## config.mk

```make
export PLATFORM = sky130hd
export DESIGN_NAME = arm_position_pwm_controller
export DESIGN_NICKNAME = d
export VERILOG_FILES = /design/src/rtl/core/apc_pkg.sv /design/src/rtl/core/apc_div.sv /design/src/rtl/core/arm_position_pwm_controller.sv
export SDC_FILE = /design/constraint.sdc
export NUM_CORES = 1
export LEC_CHECK = 0
export ABC_AREA = 0
export BUFFER_PORTS_ARGS = -buffer_cell sky130_fd_sc_hd__buf_2
export CORE_MARGIN = 4
export CORE_UTILIZATION = 50
export DETAILED_ROUTE_END_ITERATION = 10
export PLACE_DENSITY = 0.74
export SLEW_MARGIN = 20
export SYNTH_ARGS = -nofsm -noshare
export SYNTH_HDL_FRONTEND = slang
export SYNTH_SLANG_ARGS = --single-unit
```

## constraint.sdc

```tcl
create_clock -name clock -period 6.5 [get_ports clock]
set_clock_uncertainty 0.1 [all_clocks]
set_input_delay 0.975 -clock clock [delete_from_list [all_inputs] [get_ports clock]]
set_output_delay 0.975 -clock clock [all_outputs]
set_load 0.03 [all_outputs]
```

## src/rtl/core/apc_pkg.sv

```systemverilog
// Shared types, codes and widths for the arm position PWM controller.
package apc_pkg;

   // Position and switch geometry.
   localparam int POS_WIDTH    = 24;
   localparam int NUM_SWITCHES = 4;

   // Field widths.
   localparam int CMD_WIDTH    = 2;
   localparam int GAIN_WIDTH   = 9;
   localparam int DUTY_WIDTH   = 8;
   localparam int DB_WIDTH     = 16;
   localparam int ZONE_WIDTH   = 16;
   localparam int TRAVEL_WIDTH = 23;
   localparam int DIR_WIDTH    = 2;
   localparam int CSR_IDX_WIDTH  = 3;
   localparam int CSR_DATA_WIDTH = 23;

   // Divider sizes: the dividend is duty times a distance below the zone length.
   localparam int DIVIDEND_WIDTH = DUTY_WIDTH + ZONE_WIDTH;
   localparam int DIVISOR_WIDTH  = ZONE_WIDTH;

   // Stream payload widths.
   localparam int REQ_DATA_WIDTH = 64;
   localparam int RSP_DATA_WIDTH = 24;

   // Full-scale gain in Q8.
   localparam logic [GAIN_WIDTH-1:0] GAIN_FULL = 9'd256;

   // Configuration register indexes.
   typedef enum logic [CSR_IDX_WIDTH-1:0] {
      CSR_DEADBAND   = 3'd0,
      CSR_PWM_TOP    = 3'd1,
      CSR_SOFT_ZONE  = 3'd2,
      CSR_TRAVEL_END = 3'd3,
      CSR_DEBOUNCE   = 3'd4
   } csr_index_type;

   // Command codes.
   typedef enum logic [CMD_WIDTH-1:0] {
      CMD_TICK  = 2'd0,
      CMD_START = 2'd1,
      CMD_MOVE  = 2'd2,
      CMD_HOME  = 2'd3
   } cmd_type;

   // Motion direction codes.
   typedef enum logic [DIR_WIDTH-1:0] {
      DIR_HOLD    = 2'd0,
      DIR_FORWARD = 2'd1,
      DIR_REVERSE = 2'd2
   } dir_type;

   // Sequencer states.
   typedef enum logic [2:0] {
      ST_IDLE,
      ST_EXEC,
      ST_SCALE,
      ST_PROD,
      ST_DIVGO,
      ST_WAIT,
      ST_FIN
   } state_type;

endpackage

```

## src/rtl/core/apc_div.sv

```systemverilog
// Restoring divider that produces one quotient bit per cycle.
module apc_div (
   input  logic                                   clock,
   input  logic                                   reset,
   input  logic                                   start,
   input  logic [apc_pkg::DIVIDEND_WIDTH-1:0]     dividend,
   input  logic [apc_pkg::DIVISOR_WIDTH-1:0]      divisor,
   output logic                                   done,
   output logic [apc_pkg::DIVIDEND_WIDTH-1:0]     quotient
);

   localparam int NW = apc_pkg::DIVIDEND_WIDTH;
   localparam int DW = apc_pkg::DIVISOR_WIDTH;
   localparam int CW = $clog2(NW);
   localparam logic [CW-1:0] LAST_STEP = CW'(NW - 1);

   logic          busy_ff, busy_in;
   logic          done_ff, done_in;
   logic [CW-1:0] cnt_ff, cnt_in;
   logic [DW-1:0] rem_ff, rem_in;
   logic [NW-1:0] quo_ff, quo_in;
   logic [DW-1:0] div_ff, div_in;

   logic [DW:0]   shifted;
   logic [DW:0]   trial;
   logic          fits;

   // One trial subtraction of the shifted remainder.
   assign shifted = {rem_ff, quo_ff[NW-1]};
   assign trial   = shifted - {1'b0, div_ff};
   assign fits    = shifted >= {1'b0, div_ff};

   always_comb begin
      busy_in = busy_ff;
      done_in = 1'b0;
      cnt_in  = cnt_ff;
      rem_in  = rem_ff;
      quo_in  = quo_ff;
      div_in  = div_ff;
      if (start) begin
         busy_in = 1'b1;
         cnt_in  = '0;
         rem_in  = '0;
         quo_in  = dividend;
         div_in  = divisor;
      end else if (busy_ff) begin
         rem_in = fits ? trial[DW-1:0] : shifted[DW-1:0];
         quo_in = {quo_ff[NW-2:0], fits};
         cnt_in = cnt_ff + 1'b1;
         if (cnt_ff == LAST_STEP) begin
            busy_in = 1'b0;
            done_in = 1'b1;
         end
      end
   end

   // Control state is reset; the datapath registers are not.
   always_ff @(posedge clock) begin
      if (reset) begin
         busy_ff <= 1'b0;
         done_ff <= 1'b0;
         cnt_ff  <= '0;
      end else begin
         busy_ff <= busy_in;
         done_ff <= done_in;
         cnt_ff  <= cnt_in;
      end
   end

   always_ff @(posedge clock) begin
      rem_ff <= rem_in;
      quo_ff <= quo_in;
      div_ff <= div_in;
   end

   assign done     = done_ff;
   assign quotient = quo_ff;

endmodule

```

## src/rtl/core/arm_position_pwm_controller.sv

```systemverilog
// Top level of the arm position controller with PWM drive and limit switches.
//
// Each command transfer produces one result transfer. A start, move or homing command
// passes the execute and finish states before the next command can be taken, and a
// tick the execute, scale and finish states. When the duty tapers near a travel end, a
// tick also waits for the taper scale from a restoring divider that resolves one of
// its 24 quotient bits per cycle. The block takes one command at a time and accepts the
// next one while a finished result still waits on the result channel. Configuration
// writes are taken at any time and should be made only while no command is in flight.
module arm_position_pwm_controller (
   input  logic                                   clock,
   input  logic                                   reset,
   // Command channel.
   input  logic                                   req_tvalid,
   output logic                                   req_tready,
   // encoder_position[23:0], target_or_delta[47:24], duty_gain[56:48],
   // limit_sw1[57], limit_sw2[58], limit_sw3[59], limit_sw4[60], zero fill.
   input  logic [apc_pkg::REQ_DATA_WIDTH-1:0]     req_tdata,
   // cmd[1:0].
   input  logic [apc_pkg::CMD_WIDTH-1:0]          req_tuser,
   // Result channel.
   output logic                                   rsp_tvalid,
   input  logic                                   rsp_tready,
   // drive_enable[0], drive_line[1], status_leds[5:2], encoder_clear[6], running[7],
   // direction[9:8], duty[17:10], zero fill.
   output logic [apc_pkg::RSP_DATA_WIDTH-1:0]     rsp_tdata,
   // Configuration write port.
   input  logic                                   csr_we,
   input  logic [apc_pkg::CSR_IDX_WIDTH-1:0]      csr_index,
   input  logic [apc_pkg::CSR_DATA_WIDTH-1:0]     csr_wdata
);

   localparam int PW = apc_pkg::POS_WIDTH;
   localparam int NS = apc_pkg::NUM_SWITCHES;
   localparam int DTW = apc_pkg::DUTY_WIDTH;
   localparam int ZW = apc_pkg::ZONE_WIDTH;
   localparam int GW = apc_pkg::GAIN_WIDTH;
   localparam int EW = PW + 2;               // wide signed width for compares
   localparam logic [DTW-1:0] CNT_MAX = '1;
   localparam logic signed [PW-1:0] POS_MAX = {1'b0, {(PW-1){1'b1}}};
   localparam logic signed [PW-1:0] POS_MIN = {1'b1, {(PW-1){1'b0}}};

   // ------------------------------------------------------------------
   // Configuration registers.
   logic [apc_pkg::DB_WIDTH-1:0]     deadband_ff;
   logic [DTW-1:0]                   pwm_top_ff;
   logic [ZW-1:0]                    soft_zone_ff;
   logic [apc_pkg::TRAVEL_WIDTH-1:0] travel_end_ff;
   logic [DTW-1:0]                   debounce_ff;

   always_ff @(posedge clock) begin
      if (reset) begin
         deadband_ff   <= 16'd500;
         pwm_top_ff    <= 8'd100;
         soft_zone_ff  <= 16'd3000;
         travel_end_ff <= 23'd80000;
         debounce_ff   <= 8'd100;
      end else if (csr_we) begin
         case (csr_index)
            apc_pkg::CSR_DEADBAND:   deadband_ff   <= csr_wdata[apc_pkg::DB_WIDTH-1:0];
            apc_pkg::CSR_PWM_TOP:    pwm_top_ff    <= csr_wdata[DTW-1:0];
            apc_pkg::CSR_SOFT_ZONE:  soft_zone_ff  <= csr_wdata[ZW-1:0];
            apc_pkg::CSR_TRAVEL_END: travel_end_ff <= csr_wdata;
            apc_pkg::CSR_DEBOUNCE:   debounce_ff   <= csr_wdata[DTW-1:0];
            default: ;
         endcase
      end
   end

   // ------------------------------------------------------------------
   // Captured command fields.
   apc_pkg::cmd_type          cmd_ff;
   logic signed [PW-1:0]      pos_ff;
   logic signed [PW-1:0]      tod_ff;
   logic [GW-1:0]             gain_in_ff;
   logic [NS-1:0]             sw_ff;

   // ------------------------------------------------------------------
   // Sequencer.
   apc_pkg::state_type    state_ff, state_in;
   logic                  div_start;
   logic                  div_done;
   logic                  taper_ff;
   logic [apc_pkg::DIVIDEND_WIDTH-1:0] quotient;

   logic req_xfer;
   logic rsp_xfer_ok;

   assign req_xfer    = req_tvalid && req_tready;
   assign rsp_xfer_ok = !rsp_tvalid || rsp_tready;

   always_ff @(posedge clock) begin
      if (reset) begin
         state_ff <= apc_pkg::ST_IDLE;
      end else begin
         state_ff <= state_in;
      end
   end

   always_comb begin
      state_in   = state_ff;
      req_tready = 1'b0;
      div_start  = 1'b0;
      case (state_ff)
         apc_pkg::ST_IDLE: begin
            req_tready = 1'b1;
            if (req_tvalid) state_in = apc_pkg::ST_EXEC;
         end
         apc_pkg::ST_EXEC: begin
            state_in = (cmd_ff == apc_pkg::CMD_TICK) ? apc_pkg::ST_SCALE : apc_pkg::ST_FIN;
         end
         apc_pkg::ST_SCALE: begin
            state_in = taper_ff ? apc_pkg::ST_PROD : apc_pkg::ST_FIN;
         end
         apc_pkg::ST_PROD: begin
            state_in = (soft_zone_ff == '0) ? apc_pkg::ST_FIN : apc_pkg::ST_DIVGO;
         end
         apc_pkg::ST_DIVGO: begin
            div_start = 1'b1;
            state_in  = apc_pkg::ST_WAIT;
         end
         apc_pkg::ST_WAIT: begin
            if (div_done) state_in = apc_pkg::ST_FIN;
         end
         apc_pkg::ST_FIN: begin
            if (rsp_xfer_ok) state_in = apc_pkg::ST_IDLE;
         end
         default: state_in = apc_pkg::ST_IDLE;
      endcase
   end

   // Command fields are captured at the transfer.
   always_ff @(posedge clock) begin
      if (req_xfer) begin
         cmd_ff     <= apc_pkg::cmd_type'(req_tuser);
         pos_ff     <= req_tdata[PW-1:0];
         tod_ff     <= req_tdata[2*PW-1:PW];
         gain_in_ff <= req_tdata[2*PW+GW-1:2*PW];
         sw_ff      <= req_tdata[2*PW+GW+NS-1:2*PW+GW];
      end
   end

   // ------------------------------------------------------------------
   // Controller state.
   logic [DTW-1:0]        phase_ff;
   apc_pkg::dir_type      dir_ff;
   logic [DTW-1:0]        duty_ff;
   logic                  run_ff;
   logic                  homing_ff;
   logic signed [PW-1:0]  target_ff;
   logic [GW-1:0]         gain_ff;
   logic [DTW-1:0]        sw_cnt_ff [NS];
   logic                  line_en_ff;
   logic                  line_dr_ff;
   logic                  clr_ff;

   // Registered intermediate values of a tick.
   logic [DTW-1:0]        base_ff;
   logic [ZW-1:0]         dist_ff;
   logic [apc_pkg::DIVIDEND_WIDTH-1:0] prod_ff;

   // Phase step and held-line drive.
   logic [DTW:0]          phase_inc;
   logic [DTW-1:0]        phase_new;
   logic                  drive_on;

   assign phase_inc = {1'b0, phase_ff} + 1'b1;
   assign phase_new = (phase_inc > {1'b0, pwm_top_ff}) ? '0 : phase_inc[DTW-1:0];
   assign drive_on  = run_ff && (duty_ff > phase_new);

   // Position error against the deadband.
   logic signed [EW-1:0]  pos_w, tgt_w, err_w, db_w, zone_w, far_w, far_dist_w;
   logic                  go_fwd, go_rev;
   logic [PW:0]           err_abs;
   logic [PW-1:0]         half_err;
   logic [DTW-1:0]        base_new;
   apc_pkg::dir_type      dir_new;

   assign pos_w      = EW'(pos_ff);
   assign tgt_w      = EW'(target_ff);
   assign err_w      = pos_w - tgt_w;
   assign db_w       = $signed({{(EW-apc_pkg::DB_WIDTH){1'b0}}, deadband_ff});
   assign zone_w     = $signed({{(EW-ZW){1'b0}}, soft_zone_ff});
   assign far_w      = $signed({{(EW-apc_pkg::TRAVEL_WIDTH){1'b0}}, travel_end_ff});
   assign far_dist_w = far_w - pos_w;
   assign go_fwd     = err_w < -db_w;
   assign go_rev     = err_w > db_w;
   assign err_abs    = err_w[EW-1] ? -err_w[PW:0] : err_w[PW:0];
   assign half_err   = err_abs[PW:1];
   assign base_new   = (half_err < PW'(pwm_top_ff)) ? half_err[DTW-1:0] : pwm_top_ff;

   always_comb begin
      if (go_fwd) begin
         dir_new = apc_pkg::DIR_FORWARD;
      end else if (go_rev) begin
         dir_new = apc_pkg::DIR_REVERSE;
      end else begin
         dir_new = apc_pkg::DIR_HOLD;
      end
   end

   // Taper selection near either travel end.
   logic taper_home, taper_far;
   logic [ZW-1:0] dist_new;

   assign taper_home = !homing_ff && (dir_new != apc_pkg::DIR_FORWARD) && (pos_w < zone_w);
   assign taper_far  = !taper_home && !homing_ff && (dir_new != apc_pkg::DIR_REVERSE) &&
                       (pos_w > far_w - zone_w);

   always_comb begin
      if (taper_home) begin
         dist_new = pos_w[EW-1] ? '0 : pos_w[ZW-1:0];
      end else begin
         dist_new = far_dist_w[EW-1] ? '0 : far_dist_w[ZW-1:0];
      end
   end

   // Switch debounce.
   logic [DTW-1:0] thr;
   logic [DTW-1:0] sw_cnt_new [NS];
   logic [NS-1:0]  pressed;
   logic [NS-1:0]  leds_now;

   assign thr = (debounce_ff == '0) ? DTW'(1) : debounce_ff;

   always_comb begin
      for (int i = 0; i < NS; i++) begin
         if (sw_ff[i]) begin
            sw_cnt_new[i] = (sw_cnt_ff[i] == CNT_MAX) ? CNT_MAX : sw_cnt_ff[i] + 1'b1;
         end else begin
            sw_cnt_new[i] = '0;
         end
         pressed[i]  = sw_ff[i] && (sw_cnt_new[i] >= thr);
         leds_now[i] = sw_cnt_ff[i] >= thr;
      end
   end

   // Target and gain update for start, move and homing commands.
   logic signed [PW:0]   move_sum;
   logic signed [PW-1:0] move_sat;
   logic [GW-1:0]        gain_sat;

   assign move_sum = (PW+1)'(target_ff) + (PW+1)'(tod_ff);
   always_comb begin
      if (move_sum[PW] != move_sum[PW-1]) begin
         move_sat = move_sum[PW] ? POS_MIN : POS_MAX;
      end else begin
         move_sat = move_sum[PW-1:0];
      end
   end
   assign gain_sat = (gain_in_ff > apc_pkg::GAIN_FULL) ? apc_pkg::GAIN_FULL : gain_in_ff;

   // Scaled duty before any taper.
   logic [DTW+GW-1:0] scaled;
   assign scaled = {{GW{1'b0}}, base_ff} * {{DTW{1'b0}}, gain_ff};

   // Control state updates.
   always_ff @(posedge clock) begin
      if (reset) begin
         phase_ff   <= '0;
         dir_ff     <= apc_pkg::DIR_HOLD;
         duty_ff    <= '0;
         run_ff     <= 1'b0;
         homing_ff  <= 1'b1;
         target_ff  <= '0;
         gain_ff    <= '0;
         line_en_ff <= 1'b0;
         line_dr_ff <= 1'b0;
         clr_ff     <= 1'b0;
         taper_ff   <= 1'b0;
         for (int i = 0; i < NS; i++) sw_cnt_ff[i] <= '0;
      end else begin
         case (state_ff)
            apc_pkg::ST_EXEC: begin
               case (cmd_ff)
                  apc_pkg::CMD_START, apc_pkg::CMD_HOME: begin
                     target_ff <= tod_ff;
                     gain_ff   <= gain_sat;
                     run_ff    <= 1'b1;
                     clr_ff    <= 1'b0;
                     if (cmd_ff == apc_pkg::CMD_HOME) homing_ff <= 1'b1;
                  end
                  apc_pkg::CMD_MOVE: begin
                     target_ff <= move_sat;
                     gain_ff   <= gain_sat;
                     run_ff    <= 1'b1;
                     clr_ff    <= 1'b0;
                  end
                  default: begin
                     // Tick: step the phase and drive from the held values.
                     phase_ff <= phase_new;
                     dir_ff   <= dir_new;
                     taper_ff <= taper_home || taper_far;
                     for (int i = 0; i < NS; i++) sw_cnt_ff[i] <= sw_cnt_new[i];
                     run_ff   <= run_ff && (dir_new != apc_pkg::DIR_HOLD) && (pressed == '0);
                     clr_ff   <= pressed[0];
                     if (pressed[0]) begin
                        homing_ff  <= 1'b0;
                        line_en_ff <= 1'b1;
                        line_dr_ff <= 1'b1;
                     end else if (pressed[1]) begin
                        line_en_ff <= 1'b0;
                        line_dr_ff <= 1'b1;
                     end else begin
                        line_en_ff <= drive_on && (dir_ff == apc_pkg::DIR_FORWARD);
                        line_dr_ff <= drive_on && (dir_ff != apc_pkg::DIR_HOLD);
                     end
                  end
               endcase
            end
            apc_pkg::ST_SCALE: duty_ff <= scaled[DTW+7:8];
            apc_pkg::ST_PROD: begin
               if (soft_zone_ff == '0) duty_ff <= '0;
            end
            apc_pkg::ST_WAIT: begin
               if (div_done) duty_ff <= quotient[DTW-1:0];
            end
            default: ;
         endcase
      end
   end

   // Tick datapath registers.
   always_ff @(posedge clock) begin
      if (state_ff == apc_pkg::ST_EXEC) begin
         base_ff <= base_new;
         dist_ff <= dist_new;
      end
      if (state_ff == apc_pkg::ST_PROD) begin
         prod_ff <= {{ZW{1'b0}}, duty_ff} * {{DTW{1'b0}}, dist_ff};
      end
   end

   // Divider for the taper scale.
   apc_div u_div (
      .clock    (clock),
      .reset    (reset),
      .start    (div_start),
      .dividend (prod_ff),
      .divisor  (soft_zone_ff),
      .done     (div_done),
      .quotient (quotient)
   );

   // ------------------------------------------------------------------
   // Result register: loaded when the sequencer finishes and the slot is free.
   logic                               rsp_valid_ff;
   logic [apc_pkg::RSP_DATA_WIDTH-1:0] rsp_data_ff;
   logic [3:0]                         leds_out;

   assign leds_out = 4'(leds_now);

   always_ff @(posedge clock) begin
      if (reset) begin
         rsp_valid_ff <= 1'b0;
      end else if ((state_ff == apc_pkg::ST_FIN) && rsp_xfer_ok) begin
         rsp_valid_ff <= 1'b1;
      end else if (rsp_tready) begin
         rsp_valid_ff <= 1'b0;
      end
   end

   always_ff @(posedge clock) begin
      if ((state_ff == apc_pkg::ST_FIN) && rsp_xfer_ok) begin
         rsp_data_ff <= {6'd0, duty_ff, dir_ff, run_ff, clr_ff, leds_out,
                         line_dr_ff, line_en_ff};
      end
   end

   assign rsp_tvalid = rsp_valid_ff;
   assign rsp_tdata  = rsp_data_ff;

   // ------------------------------------------------------------------
   // Assertions.
   a_busy_after_accept: assert property (@(posedge clock) disable iff (reset)
      req_xfer |=> !req_tready)
      else $error("command accepted while a previous one is in work");

   a_clear_needs_led: assert property (@(posedge clock) disable iff (reset)
      rsp_tvalid |-> (!rsp_tdata[6] || rsp_tdata[2]))
      else $error("encoder clear without the home switch pressed");

   a_div_done_in_wait: assert property (@(posedge clock) disable iff (reset)
      div_done |-> (state_ff == apc_pkg::ST_WAIT))
      else $error("divider finished outside the wait state");

   a_div_only_on_taper: assert property (@(posedge clock) disable iff (reset)
      div_start |-> (taper_ff && (soft_zone_ff != '0)))
      else $error("divider started without a taper");

endmodule
```

==> summary.md, run 1 <==
- cell types occupying the most area after synthesis: sky130_fd_sc_hd__edfxtp_1, sky130_fd_sc_hd__ha_1, sky130_fd_sc_hd__dfxtp_1
- fraction of power spent switching nets: 0.360
- number of flops mapped to enable cells by yosys: 201
- relative slew slack: 0.282
- Synth-to-Final Area Change: 9.88%
- complex-gate fraction of the synthesized area: 0.154
- initial core utilization: 0.505
- simple-gate portion of the synthesized area: 0.180
- Worst-Skew Late Latency: 590 ps
- routed wire length: 73300 um
- post-synthesis sequential element count: 356
- worst voltage drop across the vdd grid: 223 uV
- Min Hold Slack: 358 ps
- number of antenna violations at the first check in global routing: 2
- fraction of synthesized cell area taken by the top area cell type: 0.207
- minimum period implied by the final worst setup slack: 6020 ps
- CTS tree: done
- average instance area after synthesis: 8.99 um^2
- Detail Route Antenna Nets: 0
- standby leakage power: 14.4 nW
- Arr. time, crit path: 6260 ps
- final routed wire length divided by cell count: 17.7 um
- Post-Syn Instances: 3248
- number of H-tree levels: 2
- pre-CTS setup slack: 464 ps
- Overall Power: 8.53 mW
- Tightest Pin Transition: 1080 ps
- mux share of post-synthesis cell area: 0.0117
- core region area: 57800 um^2
- worst hold-check path type: flop to flop
- Worst setup SP type: flop
- unrepaired setup endpoints after global routing: no
- count of unique library cells instantiated by Yosys: 80
- total track usage: 0.230
- reported net switching power: 3.07 mW
- run status: completed
- Final setup viols: 0
- Internal Dissipation: 5.46 mW
- ports placed on the boundary: 123
- final setup slack of the worst path: 480 ps
- Sinks on Clock Net: 356
- detailed router's first-iteration violation count: 1446
- parity-gate share of the synthesized area counting xor and xnor cells: 0.0429
- fraction of layout instances using a drive strength above 1: 0.0721
- wire length of the first global-routing pass: 118000 um
- fin crit share: 0.926
- max-capacitance violation count: 0
- DP Area: 30600 um^2
- final core utilization: 0.555
- Remaining Overflow, GRT: 0
- CP Max Fanout: 8
- category of the critical setup timing path: flop to flop
- non-filler cells in the finished layout: 4137
- buffer cell driving the clock tree root: sky130_fd_sc_hd__clkbuf_16
- sequential element share of the synthesized area: 0.313
- largest net degree at the start of global routing: 77
- Die Y-Extent: 250 um
- Async S/R FF share, synth: 0
- Vias: 23500
- vias per inst: 5.69
- CTS max path bufs: 3
- drt drc: 0
- cell accounting for the most synthesized area: sky130_fd_sc_hd__edfxtp_1
- DP Wirelength: 55400 um
- Num CTS Buffers: 43
- clock power share: 0.301
- I/O Buffers: 113
- post-synthesis adder-cell area fraction: 0.242
- via count of the first global-routing pass: 22700
- Hold Buf Count CTS: 0
- Die X: 250 um
- DRT Pass-1 Iters: 6
- Post-layout nets: 3919
- cell area after synthesis: 29200 um^2
- total count of hold-check failures in the final report: 0
- power density relative to cell area: 266 nW/um^2
- die area: 62300 um^2
- most instantiated library cell after synthesis: sky130_fd_sc_hd__nand2_1
- most used flip-flop cell after synthesis: sky130_fd_sc_hd__edfxtp_1
- clock transition at the registers of the reported paths: 60 ps
- maximum operating frequency: 166 MHz
- TNS Setup: 0 ps
- Placer Congestion: 0.911
- crit path capture type: flop
- proportion of power drawn by flip-flops and latches: 0.341
- placed insts: 4056
- dominant combinational cell family by area after synthesis: adder cells
- number of placement rows: 88
- post-layout instance area: 32100 um^2
- top cell types by occurrence after synthesis: sky130_fd_sc_hd__nand2_1, sky130_fd_sc_hd__ha_1, sky130_fd_sc_hd__inv_1, sky130_fd_sc_hd__a21oi_1, sky130_fd_sc_hd__nor2_1
- count of yosys warnings during synthesis: 0
- CP required: 6740 ps
- combinational share of power: 0.358
- max-slew violation count: 0
## critical path: stages (launching register included)
cell and delay, ps:
sky130_fd_sc_hd__edfxtp_1 510, sky130_fd_sc_hd__and2_1 230, sky130_fd_sc_hd__fa_1 430, sky130_fd_sc_hd__fa_1 540, sky130_fd_sc_hd__inv_1 50, sky130_fd_sc_hd__fa_1 460
sky130_fd_sc_hd__fa_1 540, sky130_fd_sc_hd__inv_1 50, sky130_fd_sc_hd__ha_1 320, sky130_fd_sc_hd__o21ai_0 120, sky130_fd_sc_hd__a21boi_0 170, sky130_fd_sc_hd__o21ai_0 290
sky130_fd_sc_hd__a21oi_1 140, sky130_fd_sc_hd__o21a_1 240, sky130_fd_sc_hd__o31a_1 290, sky130_fd_sc_hd__o21ai_0 300, sky130_fd_sc_hd__nor2_1 90, sky130_fd_sc_hd__a2111oi_1 570
sky130_fd_sc_hd__a21oi_1 170, sky130_fd_sc_hd__xnor2_1 150
## cell usage in the layout (no fill, tap or decap), drive strengths merged, types with 53 or more instances in the layout
cell type  count
nand2        392
ha           357
inv          328
a21oi        228
nor2         218
edfxtp       201
dfxtp        155
o21ai        152
buf          145
fa           129
and2         125
xnor2         99
a21o          66
clkbuf        58
nand2b        55
nor3          55
nand3         53
## area by class of cell
class / count / area [um^2]
clock buffers: 58 / 1190
repair buffers: 145 / 808
multi-input cells: 2459 / 18400
clock inverters: 22 / 309
well taps: 765 / 957
inverters: 331 / 1240
fillers: 5173 / 25700
flip-flops and latches: 356 / 9140
diodes: 1 / 2.50
## path summary, 6_finish.rpt
path	startpoint	end	slack, ps	cells after the start
max	dist_ff[2]$_DFFE_PP_	prod_ff[23]$_DFFE_PP_	480	19
min	travel_end_ff[0]$_SDFFE_PP0P_	travel_end_ff[0]$_SDFFE_PP0P_	360	2
max reg2reg	dist_ff[2]$_DFFE_PP_	prod_ff[23]$_DFFE_PP_	480	19
min reg2reg	travel_end_ff[0]$_SDFFE_PP0P_	travel_end_ff[0]$_SDFFE_PP0P_	360	2
## power groups by stage
stage               clock network [mW]  logic (mW)  registers (mW)
floorplan                            0        2.32            2.83
global placement                     0        2.95            2.94
detailed placement                   0        3.01            2.95
CTS                               2.63        3.03            2.90
global route                      2.71        3.43            2.94
finish                            2.57        3.05            2.91
## routing by layer
metal  vias to the layer above  routed length [um]  GRT usage
li1                      11500                   -          -
met1                     11200               31700      0.304
met2                       691               34800      0.392
met3                       123                4610     0.0344
met4                         2                2170     0.0716
met5                         -                  13          0
## what timing repair did
| item | CTS | global route |
|---|---|---|
| buffers inserted | 0 | 0 |
| resized for setup | 0 | 1 |
| setup endpoints to repair | 0 | 1 |
## logic make-up (layout without fill, tap and decap cells)
| logic type | Yosys count | after routing |
|---|---|---|
| and+or+nand+nor | 1087 | 1087 |
| adders and majority gates | 487 | 487 |
| AOI/OAI and AO/OA | 703 | 703 |
| xor gates and xnor gates | 143 | 143 |
| DFF | 356 | 356 |
| muxes | 33 | 33 |
| other | 1 | 7 |
| buffers and inverters | 438 | 556 |
## state kept, by name, summed over array words and instances (netlist names), 18 cells and up
register and count:
sw_cnt_ff 32, target_ff 24, u_div.quotient 24, pos_ff 24, prod_ff 24, tod_ff 24
rsp_tdata 18, travel_end_ff 23
No activity file was read; power rests on OpenSTA's default activity.
==> inputs of run 2 (changes only) <==
--- a/config.mk
+++ b/config.mk
@@ -14,4 +14,5 @@
 export SLEW_MARGIN = 20
 export SYNTH_ARGS = -nofsm -noshare
 export SYNTH_HDL_FRONTEND = slang
+export SYNTH_HIERARCHICAL = 1
 export SYNTH_SLANG_ARGS = --single-unit
==> run 2 against run 1 <==
First-iteration DRC count is 21% higher. Sequential power barely moved. Flip-flop and latch count stayed put. Cell area rose by 1.6%. Largest cell class unchanged. Highest routed layer unchanged. Register-to-register slack lost 90 ps. Largest power group unchanged. Sequential share of layout area decreased by 0.46 points.
==> summary.md, run 2 <==
- unrepaired setup endpoints after global routing: no
- cell accounting for the most synthesized area: sky130_fd_sc_hd__edfxtp_1
- total count of hold-check failures in the final report: 0, unchanged
- standby leakage power: 14.6 nW, +1.0%
- count of yosys warnings during synthesis: 6, +6
- worst hold-check path type: flop to flop
- number of placement rows: 89, +1.1%
- Die X: 252 um, +0.91%
- max-slew violation count: 0, unchanged
- Placer Congestion: 0.969, +6.3%
- CTS max path bufs: 3, unchanged
- Async S/R FF share, synth: 0, unchanged
- post-layout instance area: 32600 um^2, +1.6%
- crit path capture type: flop
- Synth-to-Final Area Change: 9.60%
- max-capacitance violation count: 0, unchanged
- Top reg by flops: sw_cnt_ff
- most frequent standard cell in the layout excluding fill and tap cells: sky130_fd_sc_hd__ha_1
- CP Max Fanout: 16, +8
- Num CTS Buffers: 43, unchanged
- total track usage: 0.239, +0.00874
- non-filler cells in the finished layout: 4142, +0.12%
- most used flip-flop cell after synthesis: sky130_fd_sc_hd__edfxtp_1
- largest net degree at the start of global routing: 77, unchanged
- Detail Route Antenna Nets: 0, unchanged
- placed insts: 4056, unchanged
- post-synthesis sequential element count: 356, unchanged
- TNS Setup: 0 ps, unchanged
- Vias: 23700, +0.79%
- Die Y-Extent: 252 um, +0.91%
- detailed router's first-iteration violation count: 1745, +21%
- most used cells in the layout excluding fill and tap cells: sky130_fd_sc_hd__ha_1, sky130_fd_sc_hd__inv_1, sky130_fd_sc_hd__nand2_1
- count of unique library cells instantiated by Yosys: 111, +39%
- power density relative to cell area: 258 nW/um^2, -2.9%
- ports placed on the boundary: 123, unchanged
- top cell types by occurrence after synthesis: sky130_fd_sc_hd__ha_1, sky130_fd_sc_hd__inv_1, sky130_fd_sc_hd__nand2_1, sky130_fd_sc_hd__nor2_1, sky130_fd_sc_hd__edfxtp_1
- Worst-Skew Late Latency: 600 ps, about the same
- number of flip-flops in the largest register: 32, unchanged
- relative slew slack: 0.224, -0.0575
- DP Area: 31100 um^2, +1.9%
- launch point of the worst path: pos_ff[5]$_DFFE_PP_
- CTS tree: done
- via count of the first global-routing pass: 23000, +1.3%
- Crit Reg-Reg Startpoint: pos_ff[5]$_DFFE_PP_
- Post-Syn Instances: 3225, -0.71%
- wire length of the first global-routing pass: 123000 um, +3.9%
- clock transition at the registers of the reported paths: 60 ps, about the same
- number of antenna violations at the first check in global routing: 6, +4
- sequential element share of the synthesized area: 0.307, -0.00580
- Final setup viols: 0, unchanged
- fin crit share: 0.941, +0.0146
- Remaining Overflow, GRT: 0, unchanged
- cell area after synthesis: 29800 um^2, +1.9%
- DP Wirelength: 59000 um, +6.6%
- Sinks on Clock Net: 356, unchanged
- worst voltage drop across the vdd grid: 236 uV, +5.9%
- minimum period implied by the final worst setup slack: 6120 ps, +94.8 ps
- run status: completed
- initial core utilization: 0.504, -0.00104
- routed wire length: 76600 um, +4.6%
- Hold Buf Count CTS: 0, unchanged
- average instance area after synthesis: 9.23 um^2, +2.6%
- Worst Hold Launch: debounce_ff[7]$_SDFFE_PP0P_
- Arr. time, crit path: 6450 ps, +190 ps
- Post-layout nets: 3911, -0.20%
- CP required: 6830 ps, +90 ps
- buffer cell driving the clock tree root: sky130_fd_sc_hd__clkbuf_16
- number of H-tree levels: 2, unchanged
- Tightest Pin Transition: 1150 ps, +72.9 ps
- fraction of synthesized cell area taken by the top area cell type: 0.203, -0.00383
- most instantiated library cell after synthesis: sky130_fd_sc_hd__ha_1
- vias per inst: 5.73, +0.67%
- number of flops mapped to enable cells by yosys: 201, unchanged
- die area: 63500 um^2, +1.8%
- DRT Pass-1 Iters: 5, -1
- final routed wire length divided by cell count: 18.5 um, +4.4%
- cell types occupying the most area after synthesis: sky130_fd_sc_hd__edfxtp_1, sky130_fd_sc_hd__ha_1, sky130_fd_sc_hd__dfxtp_1
- maximum operating frequency: 164 MHz, -1.5%
- fraction of layout instances using a drive strength above 1: 0.0895, +0.0174
- category of the critical setup timing path: flop to flop
- Layout fillers: 5277, +2.0%
- drt drc: 0, unchanged
- Worst setup SP type: flop
- I/O Buffers: 113, unchanged
- core region area: 59000 um^2, +2.1%
run 2: repair_timing:
item	CTS	global route
setup endpoints to repair	0	1
buffers inserted	0	0
gates resized for setup	0	1
run 2: layer usage:
layer | GRT usage | wire length [um] | up-vias | share of wire
li1 | - | - | 11500 | -
met1 | 0.314 | 33100 | 11300 | 0.43
met2 | 0.389 | 34900 | 691 | 0.46
met3 | 0.0422 | 4980 | 171 | 0.065
met4 | 0.108 | 3610 | 2 | 0.047
met5 | 0 | 11 | - | 0.00014
run 2: path summary, 6_finish.rpt:
check	to	slack, ps	depth (start not counted)
setup / recovery	dist_ff[5]$_DFFE_PP_	380	17
hold / removal	debounce_ff[7]$_SDFFE_PP0P_	360	2
setup reg to reg	dist_ff[5]$_DFFE_PP_	380	17
hold reg to reg	debounce_ff[7]$_SDFFE_PP0P_	360	2
run 2: report_power, final:
group	leakage, nW	switching, mW	internal [mW]
logic	10.7	1.82	1.24
clock network	0.699	1.02	1.44
registers	3.16	0.240	2.65
total	14.6	3.08	5.33
run 2: cells by family after synthesis:
group	synth area share
muxes	0.0201
AOI/OAI and AO/OA	0.156
other	0.000126
xor gates and xnor gates	0.0417
buffers and inverters	0.0562
DFF	0.307
adders and majority gates	0.238
and+or+nand+nor	0.180
run 2: stage by stage:
stage           util  hold slack, ps  setup slack [ps]  power [mW]
2_1_floorplan      -             309               987        5.16
3_3_place_gp   0.528             345               379        5.87
3_5_place_dp   0.528             347               377        5.94
4_1_cts        0.552             356               331        8.43
5_1_grt        0.552             378              36.9        8.95
6_report       0.553             358               385        8.42
run 2: cell type report:
type | instances | area [um^2] | area share
Antenna cell | 6 | 15.0 | 0.000460
Clock buffer | 57 | 1170 | 0.0359
Clock inverter | 23 | 274 | 0.00840
Inverter | 330 | 1240 | 0.0380
Multi-Input combinational cell | 2450 | 19000 | 0.582
Sequential cell | 356 | 9140 | 0.280
Tap cell | 773 | 967 | 0.0297
Timing Repair Buffer | 147 | 823 | 0.0252
run 2: worst max-delay path, cell delays in order (launching register included):
cell,delay (ps)
sky130_fd_sc_hd__edfxtp_1,520
sky130_fd_sc_hd__ha_1,520
sky130_fd_sc_hd__o21ai_0,180
sky130_fd_sc_hd__and2_1,240
sky130_fd_sc_hd__a2111o_1,440
sky130_fd_sc_hd__a21boi_1,310
sky130_fd_sc_hd__o21ai_0,260
sky130_fd_sc_hd__a21oi_1,490
sky130_fd_sc_hd__ha_1,330
sky130_fd_sc_hd__a21oi_1,150
sky130_fd_sc_hd__nor2b_1,50
sky130_fd_sc_hd__a2111oi_0,370
sky130_fd_sc_hd__a31oi_1,160
sky130_fd_sc_hd__maj3_1,350
sky130_fd_sc_hd__a21o_1,300
sky130_fd_sc_hd__o311ai_0,260
sky130_fd_sc_hd__o21a_1,630
sky130_fd_sc_hd__a22o_1,250
==> inputs of run 3 (changes only) <==
--- a/config.mk
+++ b/config.mk
@@ -5,7 +5,7 @@
 export SDC_FILE = /design/constraint.sdc
 export NUM_CORES = 1
 export LEC_CHECK = 0
-export ABC_AREA = 0
+export ABC_AREA = 1
 export BUFFER_PORTS_ARGS = -buffer_cell sky130_fd_sc_hd__buf_2
 export CORE_MARGIN = 4
 export CORE_UTILIZATION = 50
==> run 3 against run 2 <==
Worst setup slack improved by 420 ps. Total power rose by 63%. Largest power group unchanged. Flip-flop and latch count did not move. Critical path depth did not move. Combinational power rose to 2.5 times the previous value. First-iteration DRC count rose by 22%. Non-clock buffer count fell by 11. Sequential power rose by 23%. Synthesized area rose by 4.5%. Largest cell class unchanged.
==> summary.md, run 3 <==
- number of flops mapped to enable cells by yosys: 201, unchanged
- Post-Syn Instances: 4061, +26%
- wire length of the first global-routing pass: 134000 um, +9.4%
- most used cells in the layout excluding fill and tap cells: sky130_fd_sc_hd__nand2_1, sky130_fd_sc_hd__inv_1, sky130_fd_sc_hd__ha_1
- CTS tree: done
- Die X: 257 um, +2.2%
- fin crit share: 0.876, -0.0647
- die area: 66300 um^2, +4.4%
- Worst setup SP type: flop
- Top reg by flops: sw_cnt_ff
- Synth-to-Final Area Change: 8.86%
- count of unique library cells instantiated by Yosys: 68, -39%
- vias per inst: 5.37, -6.3%
- Slowest-stage cell, CP: sky130_fd_sc_hd__dfxtp_1
- relative slew slack: 0.271, +0.0469
- Detail Route Antenna Nets: 0, unchanged
- Sinks on Clock Net: 356, unchanged
- drt drc: 0, unchanged
- Arr. time, crit path: 5910 ps, -540 ps
- final routed wire length divided by cell count: 16.8 um, -9.3%
- Async S/R FF share, synth: 0, unchanged
- power density relative to cell area: 405 nW/um^2, +57%
- number of placement rows: 91, +2.2%
- Post-layout nets: 4721, +21%
- multi-input combinational cell area: 18800 um^2, -0.98%
- maximum operating frequency: 176 MHz, +7.4%
- cell types occupying the most area after synthesis: sky130_fd_sc_hd__edfxtp_1, sky130_fd_sc_hd__ha_1, sky130_fd_sc_hd__nand2_1
- fraction of layout instances using a drive strength above 1: 0.0762, -0.0133
- crit path capture type: flop
- number of H-tree levels: 2, unchanged
- minimum period implied by the final worst setup slack: 5690 ps, -420 ps
- run status: completed
- clock transition at the registers of the reported paths: 60 ps, about the same
- Post-CTS Setup Repair Bufs: 0, unchanged
- Num CTS Buffers: 42, -2.3%
- Vias: 26900, +13%
- total track usage: 0.251, +0.0118
- Worst-Skew Late Latency: 590 ps, about the same
- via count of the first global-routing pass: 25600, +11%
- buffer cell driving the clock tree root: sky130_fd_sc_hd__clkbuf_16
- ports placed on the boundary: 123, unchanged
- initial core utilization: 0.505, +0.000831
- post-synthesis sequential element count: 356, unchanged
- most used flip-flop cell after synthesis: sky130_fd_sc_hd__edfxtp_1
- DRT Pass-1 Iters: 6, +1
- largest net degree at the start of global routing: 83, +7.8%
- routed wire length: 84100 um, +9.8%
- count of yosys warnings during synthesis: 6, unchanged
- cell area after synthesis: 31100 um^2, +4.5%
- post-cts gate resize count: 0, unchanged
- max-capacitance violation count: 0, unchanged
- unrepaired setup endpoints after global routing: no
- Final setup viols: 0, unchanged
- CP required: 6720 ps, -110 ps
- Worst Path Buf+Inv: 1, +1
- category of the critical setup timing path: flop to flop
- Die Y-Extent: 257 um, +2.2%
- kind of cell adding the most delay to the critical path: adder cells
- standby leakage power: 17.3 nW, +18%
- DP Wirelength: 65500 um, +11%
- cell accounting for the most synthesized area: sky130_fd_sc_hd__edfxtp_1
- peak per-stage delay on the critical path: 820 ps, +190 ps
- I/O Buffers: 113, unchanged
- total count of hold-check failures in the final report: 0, unchanged
- Layout fillers: 5775, +9.4%
- fraction of synthesized cell area taken by the top area cell type: 0.194, -0.00881
- R2R Setup Slk: 810 ps, +420 ps
- worst hold-check path type: flop to flop
- Tightest Pin Transition: 1080 ps, -64.1 ps
- critical-path cell list: nand2_1 > fa_1 > fa_1 > inv_1 > fa_1 > fa_1 > ha_1 > a21o_1 > a21oi_1 > o21ai_1 > a21boi_0 > o21ai_0 > a21boi_1 > o21ai_0 > a21boi_1 > o21ai_0 > xor2_1
- Placer Congestion: 0.956, -1.4%
- max-slew violation count: 0, unchanged
- area used by sequential logic in the layout: 9140 um^2, unchanged
- CP Max Fanout: 19, +3
- detailed router's first-iteration violation count: 2131, +22%
- top cell types by occurrence after synthesis: sky130_fd_sc_hd__nand2_1, sky130_fd_sc_hd__inv_1, sky130_fd_sc_hd__ha_1, sky130_fd_sc_hd__nor2_1, sky130_fd_sc_hd__a21oi_1
- Hold Buf Count CTS: 0, unchanged
- sequential element share of the synthesized area: 0.294, -0.0133
- CTS max path bufs: 3, unchanged
- number of antenna violations at the first check in global routing: 4, -2
- final core utilization: 0.550, -0.00284
- TNS Setup: 0 ps, unchanged
- CP most frequent cell: sky130_fd_sc_hd__fa_1
- most instantiated library cell after synthesis: sky130_fd_sc_hd__nand2_1
- average instance area after synthesis: 7.66 um^2, -17%
- worst voltage drop across the vdd grid: 294 uV, +25%
- core region area: 61600 um^2, +4.4%
- number of flip-flops in the largest register: 32, unchanged
- most frequent standard cell in the layout excluding fill and tap cells: sky130_fd_sc_hd__nand2_1
- Remaining Overflow, GRT: 0, unchanged
[run 3: worst paths after layout]
path,start,to,cells after the start
min,soft_zone_ff[10]$_SDFFE_PP0P_,u_div/div_ff[10]$_DFFE_PP_,0
min reg2reg,soft_zone_ff[10]$_SDFFE_PP0P_,u_div/div_ff[10]$_DFFE_PP_,0
max,duty_ff[3]$_SDFFE_PP0P_,prod_ff[23]$_DFFE_PP_,17
max reg2reg,duty_ff[3]$_SDFFE_PP0P_,prod_ff[23]$_DFFE_PP_,17
[run 3: layout make-up]
type,count,share of cell area
inverter,730,0.0810
clock buffer,61,0.0359
clock inverter,16,0.00510
sequential,356,0.270
multi-input combinational,2872,0.555
antenna,3,0.000222
tap,837,0.0309
timing repair buffer,136,0.0218
[run 3: where the power goes]
group / leakage, nW / switching (mW) / internal [mW]
clock: 0.663 / 0.995 / 1.42
combinational: 13.4 / 5.04 / 2.69
sequential: 3.16 / 0.552 / 3.01
[run 3: cell families (layout without fill, tap and decap cells)]
family,Yosys count,count (layout),synth area share
and+or+nand+nor,1659,1659,0.229
buffers and inverters,838,943,0.103
AOI/OAI and AO/OA,596,596,0.111
adders and majority gates,486,486,0.227
DFF,356,356,0.294
xor gates and xnor gates,125,125,0.0354
other,1,9,0.000121
[run 3: per-layer routing]
layer | vias up | track usage | routed length, um
met5 | - | 0 | 8
met3 | 169 | 0.0387 | 5170
li1 | 13300 | - | -
met2 | 831 | 0.408 | 37900
met4 | 2 | 0.0940 | 3420
met1 | 12600 | 0.340 | 37700
[run 3: metrics by stage]
stage / std cells / power, mW / setup WS, ps / hold slack, ps / instance area (um^2)
global placement: 4931 / 11.0 / 838 / 313 / 32500
floorplan: 4066 / 9.29 / 1260 / 303 / 31100
CTS: 5008 / 13.7 / 810 / 332 / 33900
global route: 5011 / 15.0 / 357 / 334 / 33900
detailed placement: 4931 / 11.2 / 837 / 317 / 32500
finish: 5011 / 13.7 / 805 / 323 / 33900
